## config.mk

```make
export PLATFORM = sky130hd
export DESIGN_NAME = tcc_judge
export DESIGN_NICKNAME = d
export VERILOG_FILES = /design/src/rtl/tcc_pkg.sv /design/src/rtl/tcc_judge.sv
export VERILOG_INCLUDE_DIRS = /design/src /design/src/rtl
export SDC_FILE = /design/constraint.sdc
export NUM_CORES = 1
export LEC_CHECK = 0
export BUFFER_PORTS_ARGS = -buffer_cell sky130_fd_sc_hd__clkbuf_2
export CAP_MARGIN = 20
export CORE_MARGIN = 2
export CORE_UTILIZATION = 46
export CTS_CLUSTER_SIZE = 10
export DETAILED_ROUTE_END_ITERATION = 8
export PLACE_DENSITY = 0.69
export SLEW_MARGIN = 20
export SYNTH_ARGS = -nofsm -noshare
export SYNTH_HDL_FRONTEND = slang
export SYNTH_SLANG_ARGS = --single-unit
```

## constraint.sdc

```tcl
create_clock -name clk -period 5.26 [get_ports clk]
set_input_delay 1.052 -clock clk [delete_from_list [all_inputs] [get_ports clk]]
set_output_delay 1.052 -clock clk [all_outputs]
set_load 0.01 [all_outputs]
```

## src/rtl/terrain_curvature_class_macros.svh

```systemverilog
// ============================================================================
// Terrain curvature class assertion macros
// Shared concurrent assertion forms used by the curvature classifier RTL.
// ============================================================================
`ifndef TERRAIN_CURVATURE_CLASS_MACROS_SVH
`define TERRAIN_CURVATURE_CLASS_MACROS_SVH

// The condition must hold in the same cycle as the trigger.
`define TCC_ASSERT_SAME(name, clk, rst_n, ante, cons, msg) \
    name: assert property (@(posedge clk) disable iff (!rst_n) (ante) |-> (cons)) \
        else $error(msg);

// The condition must hold in the cycle after the trigger.
`define TCC_ASSERT_NEXT(name, clk, rst_n, ante, cons, msg) \
    name: assert property (@(posedge clk) disable iff (!rst_n) (ante) |=> (cons)) \
        else $error(msg);

// The condition must hold after the trigger, delayed by the n argument.
`define TCC_ASSERT_DELAY(name, clk, rst_n, ante, n, cons, msg) \
    name: assert property (@(posedge clk) disable iff (!rst_n) (ante) |-> ##(n) (cons)) \
        else $error(msg);

`endif

```

## src/rtl/tcc_pkg.sv

```systemverilog
// ============================================================================
// Terrain curvature class package
// Widths, class codes and item types shared by the curvature classifier.
// ============================================================================
`default_nettype none

package tcc_pkg;

    // Elevation sample width.
    localparam int ELEV_BITS = 16;

    // Datapath widths, mostly derived from the elevation width or the plane limit width.
    localparam int DZ_W   = ELEV_BITS + 1;          // neighbor minus center
    localparam int DE_W   = ELEV_BITS + 2;          // d, e, g, h
    localparam int F_W    = ELEV_BITS + 3;          // twist sum f
    localparam int SQ_W   = 2 * ELEV_BITS + 3;      // g*g, h*h, g*h
    localparam int PL_W   = 32;                     // plane limit register
    localparam int PLS_W  = PL_W + 1;               // plane limit as signed
    localparam int P_W    = DE_W + SQ_W;            // d*g2 and friends
    localparam int FGH_W  = F_W + SQ_W;             // f*g*h
    localparam int LP_W   = PLS_W + SQ_W;           // limit partial products
    localparam int LIM_W  = LP_W + 1;               // limit * (g2 + h2)
    localparam int N_W    = 3 * ELEV_BITS + 8;      // curvature numerators
    localparam int FRAC_BITS = 16;                  // fraction bits of limit
    localparam int CMP_W  = (N_W + FRAC_BITS > LIM_W) ? N_W + FRAC_BITS : LIM_W;

    // Cycles from an accepted item to its result strobe.
    localparam int LATENCY = 7;

    localparam logic [PL_W-1:0] PLANE_LIMIT_RESET = PL_W'(66);

    // Class codes.
    localparam int CLASS_W = 4;
    localparam logic [CLASS_W-1:0] PLAN_CONCAVE = 4'd0;
    localparam logic [CLASS_W-1:0] PLAN_PLANE   = 4'd3;
    localparam logic [CLASS_W-1:0] PLAN_CONVEX  = 4'd6;
    localparam logic [CLASS_W-1:0] PROF_CONCAVE = 4'd0;
    localparam logic [CLASS_W-1:0] PROF_PLANE   = 4'd1;
    localparam logic [CLASS_W-1:0] PROF_CONVEX  = 4'd2;
    localparam logic [CLASS_W-1:0] CLASS_FLAT   = 4'd4;
    localparam logic [CLASS_W-1:0] CLASS_NODATA = 4'd0;

    typedef struct packed {
        logic                        centre_valid;
        logic [7:0]                  neighbour_valid;
        logic signed [ELEV_BITS-1:0] z_centre;
        logic signed [ELEV_BITS-1:0] z_north;
        logic signed [ELEV_BITS-1:0] z_northeast;
        logic signed [ELEV_BITS-1:0] z_east;
        logic signed [ELEV_BITS-1:0] z_southeast;
        logic signed [ELEV_BITS-1:0] z_south;
        logic signed [ELEV_BITS-1:0] z_southwest;
        logic signed [ELEV_BITS-1:0] z_west;
        logic signed [ELEV_BITS-1:0] z_northwest;
    } item_t;

    typedef struct packed {
        logic [CLASS_W-1:0] cell_class;
        logic               no_data;
    } result_t;

    // Control that travels alongside each item through the pipeline.
    typedef struct packed {
        logic vld;
        logic no_data;
        logic flat;
    } ctl_t;

endpackage

`default_nettype wire

```

## src/rtl/tcc_judge.sv

```systemverilog
// ============================================================================
// Curvature classifier decision stages
// Takes numerator magnitudes, tests them against the plane limit and
// registers the final class.
// ============================================================================
`default_nettype none

`include "terrain_curvature_class_macros.svh"

module tcc_judge
(
    input  wire logic                clk,
    input  wire logic                rst_n,
    input  wire tcc_pkg::ctl_t       ctl_in,
    input  wire logic signed [tcc_pkg::N_W-1:0] np,
    input  wire logic signed [tcc_pkg::N_W-1:0] nl,
    input  wire logic [tcc_pkg::LIM_W-1:0]      lim,
    output logic                     done,
    output tcc_pkg::result_t         result
);

    localparam int NW   = tcc_pkg::N_W;
    localparam int LIMW = tcc_pkg::LIM_W;
    localparam int CW   = tcc_pkg::CMP_W;
    localparam int CLW  = tcc_pkg::CLASS_W;

    tcc_pkg::ctl_t     ctl6_reg;
    logic [NW-1:0]     np_mag_next, nl_mag_next, np_mag_reg, nl_mag_reg;
    logic              np_pos_reg, nl_pos_reg;
    logic [LIMW-1:0]   lim6_reg;

    logic [CW-1:0]     np_scaled, nl_scaled, lim_ext;
    logic              np_plane, nl_plane;
    logic [CLW-1:0]    plan, prof;
    tcc_pkg::result_t  result_next, result_reg;
    logic              done_reg;

    always_comb
    begin
        np_mag_next = np[NW-1] ? NW'(-np) : NW'(np);
        nl_mag_next = nl[NW-1] ? NW'(-nl) : NW'(nl);
    end

    // A curvature is plane when its magnitude, scaled to the limit's fixed
    // point, falls below the limit times the squared gradient.
    always_comb
    begin
        np_scaled = CW'(np_mag_reg) << tcc_pkg::FRAC_BITS;
        nl_scaled = CW'(nl_mag_reg) << tcc_pkg::FRAC_BITS;
        lim_ext   = CW'(lim6_reg);
        np_plane  = np_scaled < lim_ext;
        nl_plane  = nl_scaled < lim_ext;

        if (nl_plane)
        begin
            plan = tcc_pkg::PLAN_PLANE;
        end
        else if (nl_pos_reg)
        begin
            plan = tcc_pkg::PLAN_CONCAVE;
        end
        else
        begin
            plan = tcc_pkg::PLAN_CONVEX;
        end

        if (np_plane)
        begin
            prof = tcc_pkg::PROF_PLANE;
        end
        else if (np_pos_reg)
        begin
            prof = tcc_pkg::PROF_CONCAVE;
        end
        else
        begin
            prof = tcc_pkg::PROF_CONVEX;
        end

        result_next.no_data = ctl6_reg.no_data;
        if (ctl6_reg.no_data)
        begin
            result_next.cell_class = tcc_pkg::CLASS_NODATA;
        end
        else if (ctl6_reg.flat)
        begin
            result_next.cell_class = tcc_pkg::CLASS_FLAT;
        end
        else
        begin
            result_next.cell_class = plan + prof;
        end
    end

    always_ff @(posedge clk or negedge rst_n)
    begin
        if (!rst_n)
        begin
            ctl6_reg <= '0;
            done_reg <= 1'b0;
        end
        else
        begin
            ctl6_reg <= ctl_in;
            done_reg <= ctl6_reg.vld;
        end
    end

    always_ff @(posedge clk)
    begin
        np_mag_reg <= np_mag_next;
        nl_mag_reg <= nl_mag_next;
        np_pos_reg <= !np[NW-1] && (np != '0);
        nl_pos_reg <= !nl[NW-1] && (nl != '0);
        lim6_reg   <= lim;
        result_reg <= result_next;
    end

    assign done   = done_reg;
    assign result = result_reg;

    // A window with a center and no gradient always comes out plane in both directions.
    `TCC_ASSERT_NEXT(a_flat_class, clk, rst_n, ctl6_reg.vld && ctl6_reg.flat && !ctl6_reg.no_data, done_reg && result_reg.cell_class == tcc_pkg::CLASS_FLAT, "flat window did not give the plane class")

endmodule

`default_nettype wire

```

* After elaboration in Yosys (flattened, before gate mapping)
Index checks and enable logic that the tools add are counted.
** Operators by class
- Add/sub/neg operators :: 3
- Order comparisons :: 2
- Muxes and demuxes :: 7
- Reduce and logical (&&, ||, !) cells :: 7
** Operators with widths (number)
- 72-bit by 69-bit < comparator with 1-bit output :: 2
- 56-bit negation :: 2
- 56-bit nonzero test :: 2
- 55-bit 2-to-1 mux :: 2
- 3-bit 2-to-1 mux :: 2
- 4-bit by 2-bit adder with 4-bit output :: 1
- 2-bit 2-to-1 mux :: 2
- 4-bit 2-to-1 mux :: 1
- 1-bit logical AND :: 2
- 1-bit logical NOT :: 2
- 2-bit OR reduction :: 1
** Word-level totals
- Register bits after elaboration :: 192
- Input port bits :: 186
- Output and inout bits :: 6
- Logic and storage cells :: 33

* Longest topological paths before layout
- Word-level depth :: 4
- Mapped depth :: 13

* Worst setup path before layout
No wires, ideal clock.
- Path type :: input -> register
- Start point :: input nl[43] (netlist name)
- End point :: register nl_mag_reg[54]
- Data arrival time :: 3262 ps
- Slack :: 1926 ps
- Stages :: 6
- Path buffers :: 0
- Cell sequence :: or4_4 or4_4 or4_4 or4_4 o31ai_4 xnor2_1
** Between the ends
- Cells in the longest elaborated chain, start to end :: 2
** RTL lines
- start, declared :: line tcc_judge.sv:16 : input wire logic signed [tcc_pkg::N_W-1:0] nl,
- 56-bit negation :: line tcc_judge.sv:41 : nl_mag_next = nl[NW-1] ? NW'(-nl) : NW'(nl);
- 55-bit 2-to-1 mux :: line tcc_judge.sv:41
- named net nl_mag_next[54] :: line tcc_judge.sv:28 : logic [NW-1:0] np_mag_next, nl_mag_next, np_mag_reg, nl_mag_reg;
- end signal, assigned :: line tcc_judge.sv:112 : nl_mag_reg <= nl_mag_next;
- end, declared :: line tcc_judge.sv:28
The timed path passes the listed nets, and every way through them passes these cells.
A chain may end at the register's enable or synchronous reset.

* Worst setup path in the final report
- Start point :: register lim6_reg[55]
- End point :: register result_reg (netlist bit result[2])
** Between the ends
- Cells in the longest elaborated chain, start to end :: 3
** RTL lines
- start, declared :: line tcc_judge.sv:30 : logic [LIMW-1:0] lim6_reg;
- start signal, assigned :: line tcc_judge.sv:115 : lim6_reg <= lim;
- 72-bit by 69-bit < comparator with 1-bit output (on tied branches) :: line tcc_judge.sv:52, tcc_judge.sv:51
- 4-bit 2-to-1 mux / 2-bit 2-to-1 mux (equally long branches) :: line tcc_judge.sv:54, tcc_judge.sv:67
- 4-bit by 2-bit adder with 4-bit output (*) :: line tcc_judge.sv:91 : result_next.cell_class = plan + prof;
- end signal, assigned :: line tcc_judge.sv:116 : result_reg <= result_next;
- end, declared :: line tcc_judge.sv:35 : tcc_pkg::result_t result_next, result_reg;
Every way passes the cells marked *; elsewhere a longest branch is shown, timed or not.

==> results.md <==
- The run finished with clean final reports.
- The via count is ~6,900.
- The number of max-slew violations in the final report is 0.
- The peak supply drop is about 220 uV.
- Along the worst hold path, the cell count comes to 0.
- The worst hold path belongs to the class flop to flop.
- Based on the critical path, the design can be clocked at up to roughly 280 MHz.
- The setup TNS is 0 ns.
- The first global-routing pass estimated approximately 33,000 microns of wire.
- Max-cap violations in this run came to 0.
- The flip-flop cell with the highest count after synthesis is dfxtp_1.
- The initial antenna violation count came to 0.
- The synthesized netlist contains 55 unique library cells.
- The standard-cell row count is 50.
- The critical path is of the flop to flop type.
- The detailed placer's ending HPWL is between 15,000 and 20,000 microns.
- The remaining number of nets flagged by the antenna check after routing is 0.
- The delay of the slowest cell on the worst path is around 0.64 ns.
- In this run the standard cell core region covers 0.0188 sq mm.
- The routed design has 20,800 microns of wire.
- The die extent in y is approximately 140 microns.
- The final number of hold-violating endpoints is 0.
- For the pin with the worst max-slew slack, the measured transition is around 1.1 ns.
- The ratio of cells with drive above 1 in the final layout is 0.219.
- The depth of the worst register-to-register path is 10.
- For this design the ratio of total power to cell area is 323 mW/mm^2.
- The area of the mapped netlist is ~0.0088 sq mm.
- The TritonCTS clock tree is yes.
- The synthesized net count is 1,178.
- The leakage power total is around 4.8 nW.
- In this design, the largest share of critical-path delay is due to simple AND/OR/NAND/NOR gates.
- The overall die width is 143 microns.
- The number of synthesized flops with an enable pin is 0.
- The count of antenna diodes in the layout is 0.
- The count of mapped cells out of synthesis is 881.
- The via count of the first global-routing pass is roughly 6,900.
- The data required time of the critical path is approximately 5.6 ns.
- The total number of yosys warnings is 0.
- Across every metal layer, demand over resource in global routing totals 0.207.
- Setup repair after global routing left no endpoint under its margin.
- The total iterations of the first detailed-routing run is 5.
- STA classifies the critical path startpoint as a flop.
- Hold timing on the final database bottoms out at a slack of 0.372 ns.
- The number of vias per cell after detailed routing is 5.24.
- The relative max-transition margin is 0.288.
- The aggregate global routing overflow is 0.
- Of all flip-flops after synthesis, the portion carrying an async set or reset was 0.0208.
- For this run, global-route usage on met1 was measured as 0.268.
- The die covers approximately 0.020 sq mm.
- The data arrival at the endpoint of the critical path is between 3 and 4 ns.
- For this run, the register share of the synthesized area comes to 0.437.
- At the end of the flow, the number of nets in the layout was about 1,400.
- The number of resized instances in the post-cts repair step is 0.
- Yosys attributes the largest share of cell area to dfxtp_1 (43%), ha_1 (16%), xnor2_1 (11%).
- For this configuration, the core starts out at a cell density of 0.471.
- Clock latency on the worst-skew pair, taken at its later pin, is roughly 0.43 ns.
- The number of buffers on the longest clock path is 2.
- The clock drives 192 sinks.
- In this run, CTS created clock tree buffers numbering 17.
- The number of buffers and inverters on the critical path is 1.
- The I/O pin count is roughly 190.
- By count the netlist is led by dfxtp_1 (188), ha_1 (110), xnor2_1 (106), inv_1 (65), nand2_1 (59).
- The global routing stage identified its most utilized layer as met2.
- The critical path runs through a total of 10 cells.
- The finished layout cell area is around 0.011 sq mm.
- The final worst-path cycle share is 0.670.
- The minimum clock period after layout is about 3.5 ns.
- The slowest stage of the critical path is the nor4_1 cell.
- The library cell occupying the most area in the post-synthesis netlist is dfxtp_1.
- The initial DRC count is about 370.
- The H-tree was split into 4 levels.
- The critical path goes through inv_1 -> ha_1 -> nand4_1 -> nor4_1 -> nand2_1 -> a41oi_1 -> nor3_1 -> o41ai_1 -> fa_1 -> nor3b_1.
- The tree is rooted in a clkbuf_16.
- In this run the worst path has a maximum fanout of 2.
- The share of synthesized area in the top cell type comes to 0.426.
- In the post-synthesis netlist, the cell with the most instances is dfxtp_1.
- After detailed routing, the number of remaining DRC violations is 0.
- Setup violations remaining at the end of the flow were counted as 0.
- The area growth from synthesis to final layout is 20.3%.
- The setup fix buffers added after clock tree synthesis is 0.
- For this run, global-route usage on met3 was measured as 0.0599.
- The number of synthesized register bits is approximately 190.
- The number of buffer cells added on primary ports is approximately 190.
- The worst setup path is captured at a flop.
- The final clock skew is roughly 0.0085 ns.
- Once placement finished, the instance area stood at approximately 0.01 sq mm.
- For this design, the CTS-stage hold fixing added 0 buffers.
- The global routing met2 resource utilization is 0.341.
- The flip-flop count of the largest register after layout is 69.
- The average footprint of a synthesized cell is around 10 sq um.
- The clock-pin transition on the worst setup and hold timing paths is 0.07 ns.
- The largest net degree at the start of global routing is between 50 and 60.
- Dividing the detail-routed wire length by the instance count gives between 15 and 20 microns.
- The final weighted congestion in routability-driven placement is 0.832.
placed cells by master (no fill, tap or decap), types with 3 or more instances in the layout:
master and n:
clkbuf_2 190, dfxtp_1 188, ha_1 110, xnor2_1 106
inv_1 65, nand2_1 59, o21ai_0 54, a21oi_1 35
o31ai_1 31, nor2_1 22, nand4_1 20, o41ai_1 20
or3_1 19, nand3_1 17, nor4_1 17, clkbuf_16 17
or4_1 13, a21o_1 12, nor3_1 11, a211oi_1 7
nand2b_1 6, inv_8 5, or4_4 4, or2_1 4
dfrtp_1 4, nor3b_1 3, inv_6 3
path summary, 6_finish.rpt:
path                               from           to  slack, ns
setup / recovery           lim6_reg[55]    result[2]       1.74
hold / removal              ctl6_reg[2]         done       0.37
setup reg to reg           lim6_reg[55]    result[2]       1.74
hold reg to reg             ctl6_reg[2]         done       0.37
max in group asynchronous         rst_n         done       4.73
min in group asynchronous         rst_n  ctl6_reg[2]       0.41
metal layers:
| layer | routed length (microns) | up-vias |
|---|---|---|
| li1 | - | 3561 |
| met1 | 9640 | 3163 |
| met2 | 9580 | 187 |
| met3 | 1310 | 19 |
| met4 | 305 | 0 |
| met5 | 0 | - |
per-stage QoR:
| stage | power, mW | cells | setup WS [ns] | utilization |
|---|---|---|---|---|
| after floorplan | 1.96 | 881 | 1.93 | - |
| after global placement | 2.15 | 1291 | 1.49 | 0.534 |
| after detailed placement | 2.17 | 1291 | 1.44 | 0.534 |
| after CTS | 3.46 | 1323 | 1.66 | 0.566 |
| after global routing | 3.61 | 1323 | 1.39 | 0.566 |
| final | 3.43 | 1323 | 1.74 | 0.566 |
power by group:
group	leakage, nW	switching [mW]	internal, mW	total [mW]
clock network	0.287	0.610	0.679	1.29
registers	1.63	0.0422	1.58	1.62
logic	2.85	0.272	0.246	0.518
total	4.77	0.924	2.50	3.43
final cells by class:
cell class / instances / area [sq um]
clock buffers: 17 / 425
repair buffers: 193 / 971
fillers: 1660 / 8140
clock inverters: 15 / 168
inverters: 65 / 244
multi-input cells: 607 / 4660
well taps: 234 / 293
flip-flops and latches: 192 / 3860
worst reg2reg max path, delay by kind of cell, from the launching register on:
family	cells	cell delay, ns
fa+ha+maj	2	0.83
flops	1	0.32
simple gates	5	1.25
buf+inv	1	0.08
compound gates	2	0.96
kinds of logic after synthesis:
kind of cell	share of synthesized area
flops	0.437
xor+xnor	0.105
fa+ha+maj	0.158
buf+inv	0.0351
simple gates	0.126
compound gates	0.139
Note: power is estimated with default switching activity, not from simulation.
