===== src/rtl/terrain_curvature_class_macros.svh =====
// ============================================================================
// Terrain curvature class assertion macros
// Shared concurrent assertion forms used by the curvature classifier RTL.
// ============================================================================
`ifndef TERRAIN_CURVATURE_CLASS_MACROS_SVH
`define TERRAIN_CURVATURE_CLASS_MACROS_SVH

// The condition must hold in the same cycle as the trigger.
`define TCC_ASSERT_SAME(name, clk, rst_n, ante, cons, msg) \
    name: assert property (@(posedge clk) disable iff (!rst_n) (ante) |-> (cons)) \
        else $error(msg);

// The condition must hold in the cycle after the trigger.
`define TCC_ASSERT_NEXT(name, clk, rst_n, ante, cons, msg) \
    name: assert property (@(posedge clk) disable iff (!rst_n) (ante) |=> (cons)) \
        else $error(msg);

// The condition must hold after the trigger, delayed by the n argument.
`define TCC_ASSERT_DELAY(name, clk, rst_n, ante, n, cons, msg) \
    name: assert property (@(posedge clk) disable iff (!rst_n) (ante) |-> ##(n) (cons)) \
        else $error(msg);

`endif


===== src/rtl/tcc_pkg.sv =====
// ============================================================================
// Terrain curvature class package
// Widths, class codes and item types shared by the curvature classifier.
// ============================================================================
`default_nettype none

package tcc_pkg;

    // Elevation sample width.
    localparam int ELEV_BITS = 16;

    // Datapath widths, mostly derived from the elevation width or the plane limit width.
    localparam int DZ_W   = ELEV_BITS + 1;          // neighbor minus center
    localparam int DE_W   = ELEV_BITS + 2;          // d, e, g, h
    localparam int F_W    = ELEV_BITS + 3;          // twist sum f
    localparam int SQ_W   = 2 * ELEV_BITS + 3;      // g*g, h*h, g*h
    localparam int PL_W   = 32;                     // plane limit register
    localparam int PLS_W  = PL_W + 1;               // plane limit as signed
    localparam int P_W    = DE_W + SQ_W;            // d*g2 and friends
    localparam int FGH_W  = F_W + SQ_W;             // f*g*h
    localparam int LP_W   = PLS_W + SQ_W;           // limit partial products
    localparam int LIM_W  = LP_W + 1;               // limit * (g2 + h2)
    localparam int N_W    = 3 * ELEV_BITS + 8;      // curvature numerators
    localparam int FRAC_BITS = 16;                  // fraction bits of limit
    localparam int CMP_W  = (N_W + FRAC_BITS > LIM_W) ? N_W + FRAC_BITS : LIM_W;

    // Cycles from an accepted item to its result strobe.
    localparam int LATENCY = 7;

    localparam logic [PL_W-1:0] PLANE_LIMIT_RESET = PL_W'(66);

    // Class codes.
    localparam int CLASS_W = 4;
    localparam logic [CLASS_W-1:0] PLAN_CONCAVE = 4'd0;
    localparam logic [CLASS_W-1:0] PLAN_PLANE   = 4'd3;
    localparam logic [CLASS_W-1:0] PLAN_CONVEX  = 4'd6;
    localparam logic [CLASS_W-1:0] PROF_CONCAVE = 4'd0;
    localparam logic [CLASS_W-1:0] PROF_PLANE   = 4'd1;
    localparam logic [CLASS_W-1:0] PROF_CONVEX  = 4'd2;
    localparam logic [CLASS_W-1:0] CLASS_FLAT   = 4'd4;
    localparam logic [CLASS_W-1:0] CLASS_NODATA = 4'd0;

    typedef struct packed {
        logic                        centre_valid;
        logic [7:0]                  neighbour_valid;
        logic signed [ELEV_BITS-1:0] z_centre;
        logic signed [ELEV_BITS-1:0] z_north;
        logic signed [ELEV_BITS-1:0] z_northeast;
        logic signed [ELEV_BITS-1:0] z_east;
        logic signed [ELEV_BITS-1:0] z_southeast;
        logic signed [ELEV_BITS-1:0] z_south;
        logic signed [ELEV_BITS-1:0] z_southwest;
        logic signed [ELEV_BITS-1:0] z_west;
        logic signed [ELEV_BITS-1:0] z_northwest;
    } item_t;

    typedef struct packed {
        logic [CLASS_W-1:0] cell_class;
        logic               no_data;
    } result_t;

    // Control that travels alongside each item through the pipeline.
    typedef struct packed {
        logic vld;
        logic no_data;
        logic flat;
    } ctl_t;

endpackage

`default_nettype wire


===== src/rtl/tcc_diff.sv =====
// ============================================================================
// Curvature classifier difference stages
// Forms the eight neighbor differences, then the surface sums d, e, f, g, h.
// ============================================================================
`default_nettype none

module tcc_diff
(
    input  wire logic                clk,
    input  wire logic                rst_n,
    input  wire logic                accept,
    input  wire tcc_pkg::item_t      item,
    output tcc_pkg::ctl_t            ctl_out,
    output logic signed [tcc_pkg::DE_W-1:0] d,
    output logic signed [tcc_pkg::DE_W-1:0] e,
    output logic signed [tcc_pkg::F_W-1:0]  f,
    output logic signed [tcc_pkg::DE_W-1:0] g,
    output logic signed [tcc_pkg::DE_W-1:0] h
);

    localparam int EB  = tcc_pkg::ELEV_BITS;
    localparam int DZW = tcc_pkg::DZ_W;
    localparam int DEW = tcc_pkg::DE_W;
    localparam int FW  = tcc_pkg::F_W;

    logic signed [EB-1:0]  zn [8];
    logic signed [DZW-1:0] dz_next [8];
    logic signed [DZW-1:0] dz_reg  [8];
    tcc_pkg::ctl_t         ctl1_next, ctl1_reg, ctl2_reg;
    logic signed [DEW-1:0] d_next, e_next, g_next, h_next;
    logic signed [DEW-1:0] d_reg, e_reg, g_reg, h_reg;
    logic signed [FW-1:0]  f_next, f_reg;

    // Neighbors in the order N, NE, E, SE, S, SW, W, NW.
    always_comb
    begin
        zn[0] = item.z_north;
        zn[1] = item.z_northeast;
        zn[2] = item.z_east;
        zn[3] = item.z_southeast;
        zn[4] = item.z_south;
        zn[5] = item.z_southwest;
        zn[6] = item.z_west;
        zn[7] = item.z_northwest;
    end

    // A missing neighbor mirrors its opposite through the center, or gives zero when both are missing.
    always_comb
    begin
        for (int i = 0; i < 8; i++)
        begin
            if (item.neighbour_valid[i])
            begin
                dz_next[i] = DZW'(zn[i]) - DZW'(item.z_centre);
            end
            else if (item.neighbour_valid[(i + 4) & 7])
            begin
                dz_next[i] = DZW'(item.z_centre) - DZW'(zn[(i + 4) & 7]);
            end
            else
            begin
                dz_next[i] = '0;
            end
        end
        ctl1_next.vld     = accept;
        ctl1_next.no_data = !item.centre_valid;
        ctl1_next.flat    = 1'b0;
    end

    always_comb
    begin
        d_next = DEW'(dz_reg[4]) + DEW'(dz_reg[0]);
        e_next = DEW'(dz_reg[6]) + DEW'(dz_reg[2]);
        f_next = FW'(dz_reg[5]) - FW'(dz_reg[7]) - FW'(dz_reg[3]) + FW'(dz_reg[1]);
        g_next = DEW'(dz_reg[0]) - DEW'(dz_reg[4]);
        h_next = DEW'(dz_reg[2]) - DEW'(dz_reg[6]);
    end

    always_ff @(posedge clk or negedge rst_n)
    begin
        if (!rst_n)
        begin
            ctl1_reg <= '0;
            ctl2_reg <= '0;
        end
        else
        begin
            ctl1_reg <= ctl1_next;
            ctl2_reg <= ctl1_reg;
        end
    end

    always_ff @(posedge clk)
    begin
        dz_reg <= dz_next;
        d_reg  <= d_next;
        e_reg  <= e_next;
        f_reg  <= f_next;
        g_reg  <= g_next;
        h_reg  <= h_next;
    end

    assign ctl_out = ctl2_reg;
    assign d = d_reg;
    assign e = e_reg;
    assign f = f_reg;
    assign g = g_reg;
    assign h = h_reg;

endmodule

`default_nettype wire


===== config.mk =====
export PLATFORM = sky130hd
export DESIGN_NAME = tcc_diff
export DESIGN_NICKNAME = d
export VERILOG_FILES = /design/src/rtl/terrain_curvature_class_macros.svh /design/src/rtl/tcc_pkg.sv /design/src/rtl/tcc_diff.sv
export SDC_FILE = /design/constraint.sdc
export NUM_CORES = 1
export LEC_CHECK = 0
export BUFFER_PORTS_ARGS = -buffer_cell sky130_fd_sc_hd__buf_2
export CAP_MARGIN = 20
export CORE_ASPECT_RATIO = 1.25
export CORE_MARGIN = 3
export CORE_UTILIZATION = 55
export DETAILED_ROUTE_END_ITERATION = 16
export GPL_ROUTABILITY_DRIVEN = 0
export HOLD_SLACK_MARGIN = 0.1
export PLACE_DENSITY = 0.87
export SLEW_MARGIN = 30
export SYNTH_ARGS = -nofsm -noshare
export SYNTH_HDL_FRONTEND = slang
export SYNTH_SLANG_ARGS = --single-unit

===== constraint.sdc =====
create_clock -name clk -period 4.1 [get_ports clk]
set_clock_uncertainty 0.2 [all_clocks]
set_input_delay 1.23 -clock clk [delete_from_list [all_inputs] [get_ports clk]]
set_output_delay 1.23 -clock clk [all_outputs]
set_load 0.01 [all_outputs]

# Word level (Yosys, flattened, before mapping)

Index checks and enable logic that the tools add are counted.

Output and inout bits: 94
Word-level logic and storage cells: 57
Input port bits: 156
Register bits after elaboration: 231

Add/subtract/negate cells: 23
Mux-type cells: 16
Reduce and logical (&&, ||, !) cells: 1

Operator list:

| cell            | count |
|---|---|
| $mux 17         | 16 |
| $sub 16x16->17  | 16 |
| $sub 17x17->18  | 3 |
| $add 17x17->18  | 2 |
| $add 19x17->19  | 1 |
| $sub 18x17->19  | 1 |
| $logic_not 1->1 | 1 |

# Longest topological paths before layout

Gate-level depths: netlist (run 1).

Depth after elaboration: 3
Depth in mapped cells: 15
Mapped depth without buffers: 15

# Worst setup path after synthesis (run 1)

Ideal clock, no wire load.

Path kind: register -> register
Start point: reg dz_reg[0] in the netlist's numbering
End point: reg f_reg[18], in the netlist f[18]
Buffers on the path: 0
Setup slack: 204 ps
Clock period less this slack: 3896 ps
Cell stages (with the launch flop): 16
Required time: 3769 ps
Library setup time: 131 ps
Data arrival time: 3564 ps
Cell sequence: dfxtp_1 > inv_1 > fa_1 > inv_1 > fa_1 > inv_1 > ha_1 > fa_1 > a211o_1 > a21oi_2 > o31ai_1 > a31oi_2 > o21bai_2 > a2111oi_4 > o21ai_0 > nor3b_2

Cells in the longest elaborated chain, start to end: 3

Ends and longest elaborated chain:

| what                   | line           | text |
|---|---|---|
| start, declared        | tcc_diff.sv:28 | `logic signed [DZW-1:0] dz_reg [8];` |
| start signal, assigned | tcc_diff.sv:95 | `dz_reg <= dz_next;` |
| $sub 17x17->18         | tcc_diff.sv:74 | `f_next = FW'(dz_reg[5]) - FW'(dz_reg[7]) - FW'(dz_reg[3]) + FW'(dz_reg[1]);` |
| $sub 18x17->19         | tcc_diff.sv:74 |  |
| $add 19x17->19         | tcc_diff.sv:74 |  |
| named net f_next[18]   | tcc_diff.sv:32 | `logic signed [FW-1:0] f_next, f_reg;` |
| end signal, assigned   | tcc_diff.sv:98 | `f_reg <= f_next;` |
| end, declared          | tcc_diff.sv:32 |  |

The timed path passes the listed nets, and every way through them passes these cells.

# Worst setup path after layout (run 1)

Start point: reg dz_reg[68] in the netlist's numbering
End point: reg f_reg[18], in the netlist f[18]

Cells in the longest elaborated chain, start to end: 2

Ends and longest elaborated chain:

| what                 | line |
|---|---|
| $sub 18x17->19       | tcc_diff.sv:74 |
| $add 19x17->19       | tcc_diff.sv:74 |
| named net f_next[18] | tcc_diff.sv:32 |

The timed path passes the listed nets, and every way through them passes these cells.

==> summary.md, run 1 <==
| Metric | Value |
|---|---|
| Die span in x | `186 µm` |
| Clock Power Share | `18.3%` |
| CTS buffer count | `26` |
| Net Count, Synth | `3333` |
| Max-Cap Viols | `0` |
| Initial core utilization | `56.4%` |
| Vias in the first global route | `21.2k` |
| Post-Synth Simple-Gate Area | `13.8%` |
| Post-synthesis adder-cell area fraction | `24.1%` |
| Leakage power | `12.7 nW` |
| Ports | `250` |
| Clock sink count | `229` |
| Max IR drop VDD | `0.000749 V` |
| Initial DRC Count | `1879` |
| Antenna Nets Post-Route | `0` |
| Worst path slowest cell | `fa_1` |
| Global-route wire length before repair | `109000 µm` |
| Critical path, cell by cell | `inv_2 > fa_1 > inv_1 > fa_1 > inv_1 > ha_2 > fa_2 > a211o_1 > a21oi_2 > o31ai_4 > a31oi_2 > o21bai_2 > a2111oi_4 > o21ai_1 > nor3b_2` |
| Commonest non-fill, non-tap cells in the layout | `355 x inv_1, 342 x ha_1, 248 x buf_2` |
| CTS tree | `yes` |
| Placed Cells | `3544` |
| Initial antenna violation count | `5` |
| Number of hold buffers added after CTS | `0` |
| Worst-Margin Slew | `0.918 ns` |
| Via count | `21.6k` |
| Worst-path maximum fanout | `3` |
| Commonest non-fill, non-tap cell in the layout | `inv_1` |
| Power Total | `12.7 mW` |
| Hpwl dp | `55700 µm` |
| Storage element area | `0.00461 mm²` |
| Design Area, Final | `0.0254 mm²` |
| Overflow after GRT | `0` |
| DRC Markers | `0` |
| WP buf/inv | `3` |
| Placed cell areas | `0.0246 mm²` |
| CP Class | `register to register` |
| Worst min path class | `register to register` |
| Drt total wl | `70800 µm` |
| Max reg flops | `136` |
| Fmax | `250 MHz` |
| Ys flop type | `dfxtp_1` |
| Routed WL per cell | `19.7 µm` |
| Max clock buf depth | `3` |
| Syn Inst Count | `2779` |
| Synth Register Bits | `229` |
| CTS root buffer | `clkbuf_16` |
| Buffers on Ports | `248` |
| Max_slew headroom | `38.6%` |
| H-tree depth | `1` |
| Switching share of power | `42.0%` |
| Die Y | `231 µm` |
| Internal power | `7.37 mW` |
| Sequential power share | `25.1%` |
| Sequential fraction of the synthesis area | `20.6%` |
| Number of flops mapped to enable cells by yosys | `0` |
| Num rows | `81` |
| WP data required | `4.34 ns` |
| Slew Limit Fails | `0` |
| Synth unique cells | `87` |
| Combinational share of power | `56.6%` |
| Synth Area in Compound Gates | `23.4%` |
| Final Hold Fails | `0` |
| Xor/xnor share of the synthesized area | `9.57%` |
| Async set-or-reset flop fraction in the synthesized netlist | `1.75%` |
| Min Tclk post-route | `4.00 ns` |
| Die area | `0.0431 mm²` |
| Total GRT Usage | `31.5%` |
| CP Launch Type | `register` |
| Combinational family with the most area after synthesis | `adder cells` |
| Reg clk slew, reported paths | `0.06 ns` |
| Area of the multi-input gates | `0.0159 mm²` |
| Largest delay contributor family on the critical path | `adder cells` |
| Max incr delay on CP | `0.57 ns` |
| Multiplexer share of the synthesized area | `0.359%` |
| Fin crit share | `97.6%` |
| Net switching power | `5.33 mW` |
| Core area | `0.0396 mm²` |
| Arrival time worst endpoint | `4.24 ns` |
| # setup viols final | `0` |
| DR vias/cell | `6.00` |
| Final nets | `3588` |
| Mean post-synth cell area | `8.04 µm²` |
| Post-route insts no fill | `3596` |
| Fillers | `3192` |
| Yosys warnings | `0` |
| Share of cells above drive strength 1 | `13.7%` |
| Mapped Area | `0.0223 mm²` |
| Largest net degree at the start of global routing | `23` |
| Worst setup EP type | `register` |
| Power Dens Cells | `499 mW/mm²` |
| Outcome | `finished clean` |
| Drt first pass iters | `6` |
| Area Growth Syn to Fin | `13.9%` |
| Clock insertion delay at the later pin of the skew report | `0.55 ns` |
## what timing repair did
item,CTS,global route
pin swaps,1,10
resized for setup,0,8
buffers inserted,0,1
endpoints found under the setup margin,1,2
## through the flow
| stage | setup TNS (ns) | hold slack [ns] | setup WS, ns | utilization [%] |
|---|---|---|---|---|
| 2_1_floorplan | 0 | 0.131 | 0.204 | - |
| 3_3_place_gp | 0 | 0.143 | 0.0313 | 62.0 |
| 3_5_place_dp | -0.00999 | 0.140 | -0.00999 | 62.0 |
| 4_1_cts | 0 | 0.153 | 0.0306 | 64.1 |
| 5_1_grt | -0.162 | 0.158 | -0.0879 | 64.2 |
| 6_report | 0 | 0.151 | 0.0965 | 64.2 |
## cell type report
cell class | count | area share (%)
Timing Repair Buffer | 345 | 7.89
Multi-Input combinational cell | 2072 | 62.7
Inverter | 360 | 5.31
Tap cell | 539 | 2.65
Sequential cell | 229 | 18.1
Clock inverter | 15 | 0.590
Antenna cell | 5 | 0.0492
Clock buffer | 31 | 2.75
## power groups by stage
| stage | combinational, mW | sequential [mW] | clock (mW) |
|---|---|---|---|
| 3_5_place_dp | 6.90 | 3.24 | 0 |
| 5_1_grt | 7.89 | 3.25 | 2.44 |
| 4_1_cts | 7.00 | 3.20 | 2.36 |
| 6_report | 7.18 | 3.19 | 2.33 |
| 2_1_floorplan | 4.65 | 3.45 | 0 |
| 3_3_place_gp | 6.67 | 3.23 | 0 |
## final timing paths
| kind | start | slack, ns | to | cells past startpoint |
|---|---|---|---|---|
| min in group asynchronous | rst_n | 0.27 | ctl_out[2] | 1 |
| worst max-delay path | dz_reg[68] | 0.1 | f[18] | 15 |
| worst min-delay path | ctl1_reg[1] | 0.15 | ctl_out[1] | 0 |
| worst min register to register | ctl1_reg[1] | 0.15 | ctl_out[1] | 0 |
| max in group asynchronous | rst_n | 3.32 | ctl_out[1] | 1 |
| worst max register to register | dz_reg[68] | 0.1 | f[18] | 15 |
## synth_stat cells (all sizes together), types with 10 or more instances
cell,instances,area (µm²)
nor4,10,68.8
xnor2,153,1340
a21o,91,683
xor2,91,797
o41ai,11,119
and3,27,169
a21boi,14,105
nor2,170,638
o211ai,15,113
dfxtp,225,4500
ha,343,4290
nand3,60,300
a22o,27,236
nand2,140,526
nor2b,45,282
fa,55,1100
a31oi,35,225
nor3,63,320
nand2b,47,294
o22ai,15,93.8
nand4,10,62.6
a32o,11,110
a221oi,10,93.8
o21a,29,218
a21oi,175,880
inv,356,1340
or3,23,144
o31ai,32,240
clkbuf,112,420
o21ai,186,931
o21bai,42,319
a211oi,21,158
## metal layers
layer	vias to the layer above	wire length (µm)	share of wire, %	GRT usage, %
li1	10047	-	-	-
met2	1307	31500	45	51.1
met4	4	6660	9.4	24.3
met3	420	6560	9.3	5.53
met1	9791	26000	37	36.5
met5	-	29	0.041	0
## cell families after synthesis
group | after synthesis
other cells | 1
simple gates | 631
mux | 8
flops | 229
xor+xnor | 244
buf+inv | 478
compound gates | 790
fa+ha+maj | 398
(Power assumes the default switching activity.)
==> run 2: changes to the inputs <==
--- a/config.mk
+++ b/config.mk
@@ -10,10 +10,12 @@
 export CORE_ASPECT_RATIO = 1.25
 export CORE_MARGIN = 3
 export CORE_UTILIZATION = 55
+export CTS_CLUSTER_SIZE = 28
 export DETAILED_ROUTE_END_ITERATION = 16
 export GPL_ROUTABILITY_DRIVEN = 0
 export HOLD_SLACK_MARGIN = 0.1
 export PLACE_DENSITY = 0.87
+export REMOVE_ABC_BUFFERS = 1
 export SLEW_MARGIN = 30
 export SYNTH_ARGS = -nofsm -noshare
 export SYNTH_HDL_FRONTEND = slang
==> summary.md, run 2 (synthesis results as in run 1) <==
| Metric | Value |
|---|---|
| Commonest non-fill, non-tap cells in the layout | `353 x inv_1, 342 x ha_1, 248 x buf_2` |
| Worst r2r path cells | `15 (unchanged)` |
| CP Class | `register to register` |
| Worst-path maximum fanout | `3 (unchanged)` |
| Power Total | `12.7 mW (about the same)` |
| GRT Max-Usage Layer | `met2` |
| Area Growth Syn to Fin | `13.7%` |
| Buffers on Ports | `248 (unchanged)` |
| Leakage power | `12.6 nW (-0.48%)` |
| Worst path slowest cell | `fa_1` |
| Core area | `0.0396 mm² (unchanged)` |
| CP dominant cell by count | `inv_2` |
| Share of cells above drive strength 1 | `13.6% (-0.085 points)` |
| Crit path depth | `15 (unchanged)` |
| Min Tclk post-route | `4.09 ns (+0.0847 ns)` |
| Worst setup margin | `0.0117 ns (-0.0847 ns)` |
| CP Launch Type | `register` |
| Die area | `0.0431 mm² (unchanged)` |
| Clock insertion delay at the later pin of the skew report | `0.55 ns (about the same)` |
| WP data required | `4.33 ns (about the same)` |
| CTS buffer count | `24 (-7.7%)` |
| H-tree depth | `1 (unchanged)` |
| Initial DRC Count | `1825 (-2.9%)` |
| Hold Path Cell Cnt | `0 (unchanged)` |
| Number of hold buffers added after CTS | `0 (unchanged)` |
| Ports | `250 (unchanged)` |
| Die span in x | `186 µm (unchanged)` |
| DR vias/cell | `5.99 (-0.19%)` |
| Critical path, cell by cell | `inv_2 > fa_1 > inv_2 > fa_1 > inv_2 > ha_4 > fa_2 > a211o_1 > a21oi_4 > o31ai_4 > a31oi_2 > o21bai_2 > a2111oi_4 > o21ai_1 > nor3b_2` |
| Grt met1 use | `36.0% (-0.54 points)` |
| Total GRT Usage | `30.8% (-0.67 points)` |
| Routed WL per cell | `19.2 µm (-2.7%)` |
| M2 GR Usage | `52.2% (+1.1 points)` |
| Power Dens Cells | `500 mW/mm² (+0.17%)` |
| Max reg flops | `136 (unchanged)` |
| Fmax | `245 MHz (-2.1%)` |
| Drt first pass iters | `7 (+1)` |
| Final nets | `3585 (-0.084%)` |
| Pre-CTS setup slack | `-0.133 ns (-0.123 ns)` |
| Reg clk slew, reported paths | `0.07 ns (about the same)` |
| Vias in the first global route | `21.3k (+0.37%)` |
| Hpwl dp | `55400 µm (-0.45%)` |
| Core Util, Final | `64.1% (-0.12 points)` |
| Final setup TNS | `0 ns (unchanged)` |
| Max-Cap Viols | `0 (unchanged)` |
| Max clock buf depth | `3 (unchanged)` |
| Outcome | `finished clean` |
| DRC Markers | `0 (unchanged)` |
| Via count | `21.5k (-0.19%)` |
| WP buf/inv | `3 (unchanged)` |
| Routing usage on met3 | `4.47% (-1.1 points)` |
| Fin crit share | `99.7% (+2.1 points)` |
| Clock sink count | `229 (unchanged)` |
| Initial antenna violation count | `8 (+3)` |
| Global-route wire length before repair | `107000 µm (-1.4%)` |
| Num rows | `81 (unchanged)` |
| Commonest non-fill, non-tap cell in the layout | `inv_1` |
| Largest delay contributor family on the critical path | `adder cells` |
| Die Y | `231 µm (unchanged)` |
| Worst setup EP type | `register` |
| Largest net degree at the start of global routing | `20 (-13%)` |
| Worst-Margin Slew | `0.826 ns (-0.0924 ns)` |
| CTS root buffer | `clkbuf_16` |
| Max incr delay on CP | `0.54 ns (-0.03 ns)` |
| Worst min path class | `register to register` |
| Max_slew headroom | `44.7% (+6.2 points)` |
| CTS tree | `yes` |
| RSZ-0062 raised after global routing | `yes` |
| Antenna Nets Post-Route | `0 (unchanged)` |
| # setup viols final | `0 (unchanged)` |
| Initial core utilization | `56.4% (unchanged)` |
| Final Hold Fails | `0 (unchanged)` |
| Overflow after GRT | `0 (unchanged)` |
| Slew Limit Fails | `0 (unchanged)` |
| Max IR drop VDD | `0.000550 V (-27%)` |
| Drt total wl | `68900 µm (-2.7%)` |
| Arrival time worst endpoint | `4.31 ns (+0.07 ns)` |
## run 2: cell count changes in the layout (fill, tap and decap cells not counted), moves of 3 or more
cell	previous run	this run
clkbuf_8	1	4
clkinv_2	7	0
inv_6	5	1
clkinv_4	0	4
diode_2	5	8
clkinvlp_4	0	4
## run 2: through the flow
step / cell area (µm²) / cells / hold slack, ns
after floorplan: 21900 / 2661 / 0.131
after global placement: 24500 / 3540 / 0.143
after detailed placement: 24500 / 3540 / 0.142
after CTS: 25300 / 3585 / 0.156
after global routing: 25400 / 3594 / 0.157
final: 25400 / 3596 / 0.151
## run 2: repair_timing
item	CTS	global route
pin swaps	2	11
setup endpoints to repair	2	2
setup buffers	1	3
resized for setup	2	9
## run 2: power by group
part	switching, mW	leakage (nW)	internal (mW)	total [mW]
Clock	0.965	0.383	1.27	2.23
Combinational	4.18	10.3	3.10	7.28
Sequential	0.219	1.94	2.96	3.18
## run 2: worst reg2reg max path, cell delays in order, from the launching register on
cell       delay, ns
dfxtp_2         0.33
inv_2           0.03
fa_1            0.54
inv_2           0.04
fa_1            0.54
inv_2           0.06
ha_4            0.17
fa_2            0.35
a211o_1         0.35
a21oi_4         0.20
o31ai_4         0.10
a31oi_2         0.25
o21bai_2        0.13
a2111oi_4       0.42
o21ai_1         0.11
nor3b_2         0.16
## run 2: routing by layer
layer / wire length [µm] / part of all wire [%]
met5: 13 / 0.019
met4: 5280 / 7.7
met3: 6370 / 9.2
met2: 32000 / 46
met1: 25200 / 37
## run 2: area by class of cell
type                    count  area [µm²]
clock inverters            11         115
inverters                 360        1350
fillers                  3207       14200
clock buffers              33         696
diodes                      8        20.0
well taps                 539         674
multi-input cells        2072       16000
repair buffers            344        1970
flip-flops and latches    229        4610
## run 2: worst paths after layout
| kind | startpoint | to | slack (ns) |
|---|---|---|---|
| setup / recovery | dz_reg[68] | f[18] | 0.01 |
| min in group asynchronous | rst_n | ctl1_reg[2] | 0.28 |
| hold / removal | ctl1_reg[1] | ctl_out[1] | 0.15 |
| setup reg to reg | dz_reg[68] | f[18] | 0.01 |
| hold reg to reg | ctl1_reg[1] | ctl_out[1] | 0.15 |
| max in group asynchronous | rst_n | ctl1_reg[1] | 3.29 |
